--- src/design/etx_pkg.sv ---
// Package for the keyword text extractor: constants, word types and register indexes.
`default_nettype none
package etx_pkg;

	localparam int MAX_PATTERN_BYTES = 16;
	localparam int IDX_W = $clog2(MAX_PATTERN_BYTES);
	localparam int LEN_W = 5;
	localparam int CNT_W = $clog2(MAX_PATTERN_BYTES + 1);
	localparam int CFG_DATA_W = 64;
	localparam logic [7:0] NEWLINE_CODE = 8'h0A;

	typedef enum logic [1:0] {
		CFG_PATTERN_LOW    = 2'd0,
		CFG_PATTERN_HIGH   = 2'd1,
		CFG_PATTERN_LENGTH = 2'd2
	} cfg_index_t;

	typedef struct packed {
		logic [7:0] data_byte;
		logic       last_byte;
	} in_word_t;

	typedef struct packed {
		logic [7:0] out_byte;
		logic       out_valid;
		logic       string_end;
	} out_word_t;

	typedef struct packed {
		logic shift;
		logic clear;
	} cell_ctl_t;

endpackage
`default_nettype wire

--- src/design/etx_if.sv ---
// Valid/ready channel interfaces for text input words and captured output words.
`default_nettype none
interface etx_in_if;
	import etx_pkg::*;
	logic     valid;
	logic     ready;
	in_word_t word;
	modport source (output valid, output word, input ready);
	modport sink (input valid, input word, output ready);
endinterface

interface etx_out_if;
	import etx_pkg::*;
	logic      valid;
	logic      ready;
	out_word_t word;
	modport source (output valid, output word, input ready);
	modport sink (input valid, input word, output ready);
endinterface
`default_nettype wire

--- src/design/etx_cell.sv ---
// One window cell: holds one recent byte, passes it on and compares the incoming byte.
`default_nettype none
module etx_cell (
	input  wire logic              clk,
	input  wire logic              arst_n,
	input  wire etx_pkg::cell_ctl_t ctl,
	input  wire logic [7:0]        byte_in,
	input  wire logic [7:0]        kw_byte,
	input  wire logic              active,
	output logic [7:0]             byte_out,
	output logic                   hit
);
	import etx_pkg::*;

	logic [7:0] byte_q;

	always_ff @(posedge clk or negedge arst_n) begin
		if (!arst_n) begin
			byte_q <= '0;
		end else if (ctl.clear) begin
			byte_q <= '0;
		end else if (ctl.shift) begin
			byte_q <= byte_in;
		end
	end

	// compare against the byte this cell will hold after the shift
	assign hit = !active || (byte_in == kw_byte);
	assign byte_out = byte_q;

endmodule
`default_nettype wire

--- src/design/extract_text_after_keyword_unit.sv ---
// Top level of the keyword text extractor: cell chain, mode control and output register.
//
// Usage: text bytes enter on the text channel (data_byte, last_byte), one word
// per cycle when ready is high. The keyword (1 to 16 bytes) is set through the
// write port: index 0 pattern_low, 1 pattern_high, 2 pattern_length; write only
// while the block is idle. After a keyword match, each following byte up to a
// newline comes out on the capture channel with out_valid set; a newline or the
// last byte of a buffer closes the string (string_end). A match on the last
// byte gives one empty close word.
// A result word is registered: it shows on capture in the cycle after its text
// word is taken. Throughput: one text word per cycle while ready is high; the
// window compare over the sixteen-cell byte chain and mode update end in that cycle.
// The capture side has a single output register: when it holds a word and the
// receiver stalls, text.ready drops until the word is taken.
// Reset clears the window, the eligible count and capture mode; the keyword
// resets to one zero byte. The last byte of every buffer does the same to the
// search state.
`default_nettype none
module extract_text_after_keyword_unit (
	input  wire logic                            clk,
	input  wire logic                            arst_n,
	etx_in_if.sink                               text,
	etx_out_if.source                            capture,
	input  wire logic                            cfg_write,
	input  wire logic [1:0]                      cfg_index,
	input  wire logic [etx_pkg::CFG_DATA_W-1:0] cfg_data
);
	import etx_pkg::*;

	logic [63:0]      pattern_low_q;
	logic [63:0]      pattern_high_q;
	logic [LEN_W-1:0] pattern_length_q;

	logic [CNT_W-1:0] cnt_q;
	logic             capturing_q;
	logic             res_valid_q;
	out_word_t        res_word_q;

	logic [127:0]     keyword;
	logic [LEN_W-1:0] len_eff;
	logic             acc;
	logic [7:0]       b;
	logic             last;
	logic             is_nl;
	logic             searching;
	logic [CNT_W-1:0] cnt_nxt;
	logic             match;
	logic             cap_nxt;
	logic             has_res;
	out_word_t        res_word;
	cell_ctl_t        ctl;

	logic [7:0] chain [MAX_PATTERN_BYTES+1];
	logic [MAX_PATTERN_BYTES-1:0] hits;

	// configuration
	always_ff @(posedge clk or negedge arst_n) begin
		if (!arst_n) begin
			pattern_low_q    <= '0;
			pattern_high_q   <= '0;
			pattern_length_q <= LEN_W'(1);
		end else if (cfg_write) begin
			case (cfg_index_t'(cfg_index))
				CFG_PATTERN_LOW:    pattern_low_q    <= cfg_data[63:0];
				CFG_PATTERN_HIGH:   pattern_high_q   <= cfg_data[63:0];
				CFG_PATTERN_LENGTH: pattern_length_q <= cfg_data[LEN_W-1:0];
				default: ;
			endcase
		end
	end

	assign keyword = {pattern_high_q, pattern_low_q};

	always_comb begin
		if (pattern_length_q == '0)
			len_eff = LEN_W'(1);
		else if (pattern_length_q > LEN_W'(MAX_PATTERN_BYTES))
			len_eff = LEN_W'(MAX_PATTERN_BYTES);
		else
			len_eff = pattern_length_q;
	end

	assign acc   = text.valid && text.ready;
	assign b     = text.word.data_byte;
	assign last  = text.word.last_byte;
	assign is_nl = (b == NEWLINE_CODE);

	assign ctl.shift = acc;
	assign ctl.clear = acc && last;

	// byte chain, newest in cell 0
	assign chain[0] = b;

	for (genvar i = 0; i < MAX_PATTERN_BYTES; i++) begin : g_cell
		logic [LEN_W-1:0] kw_pos;
		logic             active;
		logic [7:0]       kw_byte;

		assign kw_pos  = len_eff - LEN_W'(i) - LEN_W'(1);
		assign active  = (LEN_W'(i) < len_eff);
		assign kw_byte = keyword[kw_pos[IDX_W-1:0]*8 +: 8];

		etx_cell u_cell (
			.clk      (clk),
			.arst_n   (arst_n),
			.ctl      (ctl),
			.byte_in  (chain[i]),
			.kw_byte  (kw_byte),
			.active   (active),
			.byte_out (chain[i+1]),
			.hit      (hits[i])
		);
	end

	// mode and eligible count
	always_comb begin
		searching = !capturing_q || is_nl;
		if (capturing_q)
			cnt_nxt = is_nl ? CNT_W'(1) : cnt_q;
		else if (cnt_q < CNT_W'(MAX_PATTERN_BYTES))
			cnt_nxt = cnt_q + CNT_W'(1);
		else
			cnt_nxt = cnt_q;
		match   = searching && (&hits) && (cnt_nxt >= CNT_W'(len_eff));
		cap_nxt = (capturing_q && !is_nl) || match;
		has_res = capturing_q || (match && last);

		res_word.out_byte   = (capturing_q && !is_nl) ? b : 8'd0;
		res_word.out_valid  = capturing_q && !is_nl;
		res_word.string_end = capturing_q ? (is_nl || last) : 1'b1;
	end

	always_ff @(posedge clk or negedge arst_n) begin
		if (!arst_n) begin
			cnt_q       <= '0;
			capturing_q <= 1'b0;
		end else if (acc) begin
			if (last) begin
				cnt_q       <= '0;
				capturing_q <= 1'b0;
			end else begin
				cnt_q       <= cnt_nxt;
				capturing_q <= cap_nxt;
			end
		end
	end

	// output register
	always_ff @(posedge clk or negedge arst_n) begin
		if (!arst_n) begin
			res_valid_q <= 1'b0;
		end else if (acc && has_res) begin
			res_valid_q <= 1'b1;
		end else if (capture.ready) begin
			res_valid_q <= 1'b0;
		end
	end

	always_ff @(posedge clk) begin
		if (acc && has_res) begin
			res_word_q <= res_word;
		end
	end

	assign text.ready    = !res_valid_q || capture.ready;
	assign capture.valid = res_valid_q;
	assign capture.word  = res_word_q;

	a_last_clears: assert property (@(posedge clk) disable iff (!arst_n)
		acc && last |=> !capturing_q && (cnt_q == '0))
		else $error("search state not cleared after last byte");

	a_count_bound: assert property (@(posedge clk) disable iff (!arst_n)
		cnt_q <= CNT_W'(MAX_PATTERN_BYTES))
		else $error("eligible count above window size");

	a_capture_count: assert property (@(posedge clk) disable iff (!arst_n)
		capturing_q |-> (cnt_q != '0))
		else $error("capture mode without an eligible match");

	a_capture_emits: assert property (@(posedge clk) disable iff (!arst_n)
		acc && capturing_q && !is_nl |=> capture.valid && capture.word.out_valid)
		else $error("captured byte not emitted");

endmodule
`default_nettype wire

--- src/flat_wrapper.sv ---
// flat-port wrapper written by rule: the top's interface ports become plain ports
module extract_text_after_keyword_unit_flat import etx_pkg::*;
  (clk, arst_n, cfg_write, cfg_index, cfg_data, text_valid, text_word, text_ready, capture_valid, capture_word, capture_ready);
  etx_in_if text_i ();
  etx_out_if capture_i ();
  input  wire logic clk;
  input  wire logic arst_n;
  input  wire logic cfg_write;
  input  wire logic [1:0] cfg_index;
  input  wire logic [etx_pkg::CFG_DATA_W-1:0] cfg_data;
  input wire logic [$bits(text_i.valid)-1:0] text_valid;
  input wire logic [$bits(text_i.word)-1:0] text_word;
  output wire logic [$bits(text_i.ready)-1:0] text_ready;
  output wire logic [$bits(capture_i.valid)-1:0] capture_valid;
  output wire logic [$bits(capture_i.word)-1:0] capture_word;
  input wire logic [$bits(capture_i.ready)-1:0] capture_ready;
  assign text_i.valid = text_valid;
  assign text_i.word = text_word;
  assign text_ready = text_i.ready;
  assign capture_valid = capture_i.valid;
  assign capture_word = capture_i.word;
  assign capture_i.ready = capture_ready;
  extract_text_after_keyword_unit u_core (.clk(clk), .arst_n(arst_n), .text(text_i), .capture(capture_i), .cfg_write(cfg_write), .cfg_index(cfg_index), .cfg_data(cfg_data));
endmodule
--- config.mk ---
export PLATFORM = sky130hd
export DESIGN_NAME = extract_text_after_keyword_unit_flat
export DESIGN_NICKNAME = d
export VERILOG_FILES = /design/src/design/etx_pkg.sv /design/src/design/etx_if.sv /design/src/design/etx_cell.sv /design/src/design/extract_text_after_keyword_unit.sv /design/src/flat_wrapper.sv
export SDC_FILE = /design/constraint.sdc
export NUM_CORES = 1
export LEC_CHECK = 0
export ABC_AREA = 1
export CAP_MARGIN = 5
export CORE_MARGIN = 1
export CORE_UTILIZATION = 35
export DETAILED_ROUTE_END_ITERATION = 10
export DONT_BUFFER_PORTS = 1
export PLACE_DENSITY = 0.56
export SKIP_CTS_REPAIR_TIMING = 1
export SKIP_LAST_GASP = 1
export SLEW_MARGIN = 10
export SYNTH_ARGS = -nofsm -noshare
export SYNTH_HDL_FRONTEND = slang
export SYNTH_SLANG_ARGS = --single-unit
--- constraint.sdc ---
create_clock -name clk -period 3.7 [get_ports clk]
set_clock_uncertainty 0.05 [all_clocks]
set_input_delay 0.74 -clock clk [delete_from_list [all_inputs] [get_ports clk]]
set_output_delay 0.74 -clock clk [all_outputs]
set_load 0.05 [all_outputs]
After elaboration in Yosys (flattened, before gate mapping) --
Cells that the tools add are included.
Storage, ports and cells: flip-flop bits (word level) 270, output and inout port bits 12, logic and storage cells 203
Cells by class: add/sub/neg operators 31, $lt $le $gt $ge 19, eq/ne operators 19, shift-type cells 16, mux-type cells 39, reductions and logical operators 55
Operators with widths (number):
- $shiftx A128 B8 Y8 | 16
- $mux W8 | 30
- $eq A8 B8 Y1 | 16
- $sub A4 B1 Y4 const B | 16
- $lt A4 B5 Y1 const A | 8
- $sub A4 B4 Y4 const B | 8
- $mux W5 | 6
- $logic_or A1 B1 Y1 | 21
- $lt A3 B5 Y1 const A | 4
- $logic_not A1 Y1 | 19
- $reduce_and A16 Y1 | 1
- $sub A4 B3 Y4 const B | 4
- $lt A1 B5 Y1 const A | 2
- $lt A2 B5 Y1 const A | 2
- $eq A8 B4 Y1 const B | 1
- $sub A4 B2 Y4 const B | 2
- $logic_and A1 B1 Y1 | 7
- $reduce_and A2 Y1 | 3
- $add A5 B1 Y5 const B | 1
- $ge A5 B5 Y1 | 1
- $gt A5 B5 Y1 const B | 1
- $logic_not A5 Y1 | 1
- $lt A5 B5 Y1 const B | 1
- $reduce_bool A2 Y1 | 2
- other kinds (4) | 6

Depth between registers and ports, before layout --
depth in word-level cells 15, mapped depth 30

By module --
Synthesis repeated with hierarchy kept, for this count alone.
Second synthesis, totals: cells, all modules 3191, area total of the unflattened synthesis 21151.5 um^2
Modules (own cells, without submodules):
- extract_text_after_keyword_unit | instances 1, cells an instance 2167, area an instance 13143.9 um^2, sequential area each 3804.9 um^2
- etx_cell | instances 16, cells an instance 64, area an instance 500.5 um^2, sequential area each 200.2 um^2

Worst setup path after synthesis --
No wires, ideal clock.
path type register -> register, start register u_core.pattern_length_q[4], end register u_core.res_word_q (netlist bit u_core.capture.word[0]), enable pin, setup time 340 ps, data arrival time 3394 ps, data required time 3310 ps, setup slack -83 ps, stages on the path, launching flop included 24, clock period less this slack 3783 ps, cells stage by stage dfrtp_1 inv_2 buf_6 nand2_1 inv_2 clkbuf_1 ha_1 clkbuf_1 inv_1 buf_1 nand3_1 nand3_1 nand3_1 nand2_1 nand2_1 nand2_1 nand3_1 nor2_1 nand2_1 a21oi_1 nand2_1 nor2_1 nand3_1 nand2_1
On the way: cells in the longest elaborated chain, start to end 14
RTL lines:
- start: declaration | RTL line extract_text_after_keyword_unit.sv:32 | logic [LEN_W-1:0] pattern_length_q;
- start signal: assignment | RTL line extract_text_after_keyword_unit.sv:66 | CFG_PATTERN_LENGTH: pattern_length_q <= cfg_data[LEN_W-1:0];
- $gt A5 B5 Y1 | RTL line extract_text_after_keyword_unit.sv:77 | else if (pattern_length_q > LEN_W'(MAX_PATTERN_BYTES))
- $mux W5 | RTL line extract_text_after_keyword_unit.sv:77
- $mux W5 (*) | RTL line extract_text_after_keyword_unit.sv:75 | if (pattern_length_q == '0)
- $sub A4 B4 Y4 (tied with other cells) | RTL line extract_text_after_keyword_unit.sv:99 | assign kw_pos = len_eff - LEN_W'(i) - LEN_W'(1);
- $sub A4 B1 Y4 | RTL line extract_text_after_keyword_unit.sv:99
- $shiftx A128 B8 Y8 | RTL line extract_text_after_keyword_unit.sv:101 | assign kw_byte = keyword[kw_pos[IDX_W-1:0]*8 +: 8];
- $eq A8 B8 Y1 | RTL line etx_cell.sv:28 | assign hit = !active || (byte_in == kw_byte);
- $logic_or A1 B1 Y1 | RTL line etx_cell.sv:28
- $reduce_and A16 Y1 | RTL line extract_text_after_keyword_unit.sv:124 | match = searching && (&hits) && (cnt_nxt >= CNT_W'(len_eff));
- $logic_and A1 B1 Y1 | RTL line extract_text_after_keyword_unit.sv:124
- $logic_and A1 B1 Y1 (*) | RTL line extract_text_after_keyword_unit.sv:124
- $logic_and A1 B1 Y1 (*) | RTL line extract_text_after_keyword_unit.sv:126 | has_res = capturing_q || (match && last);
- $logic_or A1 B1 Y1 (*) | RTL line extract_text_after_keyword_unit.sv:126
- $logic_and A1 B1 Y1 (*) | RTL line extract_text_after_keyword_unit.sv:160 | if (acc && has_res) begin
- end signal: assignment | RTL line extract_text_after_keyword_unit.sv:161 | res_word_q <= res_word;
- end: declaration | RTL line extract_text_after_keyword_unit.sv:37 | out_word_t res_word_q;
Every way passes the cells marked *; elsewhere a longest branch is shown, timed or not. A chain may end at the register's enable or synchronous reset.

Worst setup path after layout --
start register u_core.pattern_length_q[0], end register u_core.res_word_q (netlist bit u_core.capture.word[3]), enable pin
The elaborated chain is that of the path after synthesis.

==> impl_results.md <==
* WL/cell at between 20 and 25 um
* Remaining DRCs at 0
* Top cells by area, synth: dfrtp_1 32%, nand3_1 23%, nand2_1 21%
* Endpoints failing setup at 0
* Area Growth Syn to Fin at 22.7%
* Clock Latency Late Sink at roughly 0.62 ns
* Max-Cap Viols at 0
* Pwr dens at a little over 700 nW/um^2
* Tot Pwr at 18.0 mW
* Height of the die at 243 um
* Placed instance count at 4,165
* CP max stage delay at 0.57 ns
* Worst-path clk slew at 0.07 ns
* H-tree levels at 1
* DRT Pass-1 Iters at 8
* Mapped Area at slightly above 20,000 sq um
* Clock Sinks at between 200 and 300
* Register area share after synthesis at 33.6%
* Arrival time worst endpoint at around 4.0 ns
* CP top delay family: simple AND/OR/NAND/NOR gates
* Starting Density at between 30 and 40%
* Final Hold Viols at between 200 and 300
* DR iter-0 viols at 2,608
* Tmin final at 3.70 ns
* Final ANT Viol Nets at 0
* Synth Net Count at between 3k and 4k
* CTS Buf Count at 31
* Routed vias at roughly 24k
* Crit. End Element: register
* Max Freq at 270 MHz
* CTS tree: done
* Yosys top cell by area: dfrtp_1
* Fin. max-slew vios at 0
* Post-route design area at roughly 25,000 sq um
* Min-Delay Path Class: primary input to asynchronous set/reset pin
* Yosys warns at 0
* Setup repair after global routing missed its margin: yes
* Multi-input logic area at approximately 12,000 sq um
* Maximum fanout along the worst path at 18
* Final Core Density at a little over two fifths
* Layout cells sized above 1 at around 14%
* Hpwl dp at approximately 80 mm
* Final wirelength at just under 100 mm
* Nets at approximately 3.5k
* FF/Latch Area at between 6000 and 7000 sq um
* Status: finished with violations
* Setup ws final at roughly 0.0028 ns
* Syn Area/Cell at 6.18 sq um
* Hold_ws at -0.233 ns
* Root Driver: clkbuf_16
* Vias per Instance at 5.59
* Setup TNS at 0 ns
* Cell-by-cell trace of the critical path: buf_4 -> nand2_4 -> nand2_4 -> buf_8 -> buf_12 -> buf_12 -> nand2_1 -> nand3_1 -> nand2_1 -> o211ai_1 -> nand2_1 -> nand2_1 -> nand2_2 -> nor2_2 -> nand2_1 -> nor2_1 -> nand2_1 -> nand2_1 -> nand2_1 -> nor2_4 -> nand3_2 -> nand2_2 -> buf_12
* Clk buf depth at 3
* P_leak at 12.9 nW
* Pre-CTS setup slack at -0.252 ns
* Final period util at 99.9%
* Post-synth top area share at about a third
* Overflow after GRT at 0
* Worst-Margin Slew at around 1.1 ns
* CORE AREA at 56,800 sq um
* Placed Area at ~23,000 sq um
* CP most frequent cell: nand2_1
* Site row count at 87
* All-Layer GR Usage at about 33%
* Vias in the first global route at roughly 23k
* Number of I/O port buffers at 0
* GPL Wtd Cong at 1.03
* Unique cell type count in the Yosys netlist at 38
* Antenna violations before repair at 3
* Peak supply drop at 447 uV
* Synth Register Bits at between 200 and 300
* Die W at around 240 um
* Final Non-Filler Cells at about 4.2k
* CP max stage cell: dfstp_2
* Largest net degree at the start of global routing at between 200 and 300
* Worst path required time at 3.99 ns
* Critical Path Start Type: register
* Gate Count Post-Synth at approximately 3.3k
* First-pass GRT wire length at around 140 mm
* Relative slew slack at roughly a quarter
* Die area at a little under 60,000 sq um
* Fill cell count at between 6k and 7k
* Failing checks: hold timing
* I/O Pins at between 90 and 100
* WS Path Type: register to register
* WP buf/inv at 5
==> path summary, 6_finish.rpt <==
path                                       startpoint                                   to  slack [ns]  depth (start not counted)
setup reg to reg           u_core.pattern_length_q[0]               u_core.capture.word[3]       0.003                         23
hold reg to reg             u_core.pattern_high_q[59]            u_core.pattern_high_q[59]        0.43                          2
setup / recovery           u_core.pattern_length_q[0]               u_core.capture.word[3]       0.003                         23
max in group asynchronous                      arst_n  u_core.g_cell[5].u_cell.byte_out[6]        3.29                          0
hold / removal                                 arst_n             u_core.pattern_low_q[57]       -0.23                          0
min in group clk                         cfg_data[33]             u_core.pattern_low_q[33]        0.23                          2
==> layer usage <==
layer | up-vias | wire length [um] | global-route usage, %
met2 | 1112 | 43700 | 52.7
met1 | 11100 | 39000 | 40.6
li1 | 11100 | - | -
met3 | 343 | 7240 | 5.35
met5 | - | 13 | 0
met4 | 2 | 8730 | 24.6
==> cells in the mapped netlist <==
cell type and instances:
a21oi_1 16, a21oi_2 2, and3_1 1, buf_1 32, buf_2 20, buf_4 11
buf_6 12, buf_8 1, clkbuf_1 97, clkinv_1 3, dfrtp_1 259, dfstp_2 1
edfxtp_1 10, ha_1 14, inv_1 356, inv_2 8, nand2_1 1156, nand2_2 12
nand2_4 2, nand3_1 918, nand3_2 3, nand3_4 1, nand3b_1 2, nand4_1 3
nor2_1 56, nor2_2 2, nor3_1 1, nor4_1 2, o211ai_1 2, o21ai_0 144
o21ai_1 4, o21ai_4 1, o21bai_1 1, o22ai_1 122, o31ai_1 1, xor2_1 2
xor2_2 2, xor2_4 2
==> final cells by class <==
cell class | count | area share [%]
multi-input combinational | 2472 | 47.0
sequential | 270 | 27.4
timing repair buffer | 312 | 11.8
inverter | 367 | 5.59
tap | 756 | 3.80
clock buffer | 39 | 3.52
clock inverter | 19 | 0.980
antenna | 1 | 0.0101
==> cell usage in the layout, fill, tap and decap left out, types with 14 or more instances in the layout <==
cell,n
nand2_1,1137
nand3_1,885
inv_1,349
dfrtp_1,259
buf_4,252
o21ai_0,144
o22ai_1,122
nor2_1,44
clkbuf_16,35
nand3_2,34
buf_12,34
nand2_2,26
buf_6,18
a21oi_1,14
==> cell families after synthesis <==
group	after synthesis	share of synthesized area, %
flops	270	33.6
compound gates	293	8.12
xor+xnor	6	0.518
simple gates	2159	46.1
fa+ha+maj	14	0.863
buf+inv	540	10.8
==> worst reg2reg max path, cell delays in order (launching register included) <==
cell and delay [ns]:
dfstp_2 0.57, buf_4 0.13, nand2_4 0.06, nand2_4 0.12, buf_8 0.15, buf_12 0.15, buf_12 0.15, nand2_1 0.07
nand3_1 0.09, nand2_1 0.05, o211ai_1 0.44, nand2_1 0.10, nand2_1 0.09, nand2_2 0.11, nor2_2 0.10, nand2_1 0.12
nor2_1 0.13, nand2_1 0.06, nand2_1 0.05, nand2_1 0.08, nor2_4 0.19, nand3_2 0.12, nand2_2 0.09, buf_12 0.14
==> flip-flops by register name, summed over array words and instances, names as in the netlist <==
signal	count
u_core.capture.valid	1
u_core.pattern_length_q	5
u_core.pattern_high_q	64
u_core.capturing_q	1
u_core.pattern_low_q	64
u_core.capture.word	10
u_core.cnt_q	5
u_core.g_cell.u_cell.byte_out	120
==> power by group <==
group          internal [mW]  switching [mW]  total, mW
clock network           1.98            1.45       3.43
registers               3.23           0.302       3.53
logic                   3.86            7.14       11.0
total                   9.07            8.89       18.0
Power figures use the tool's default switching activity.
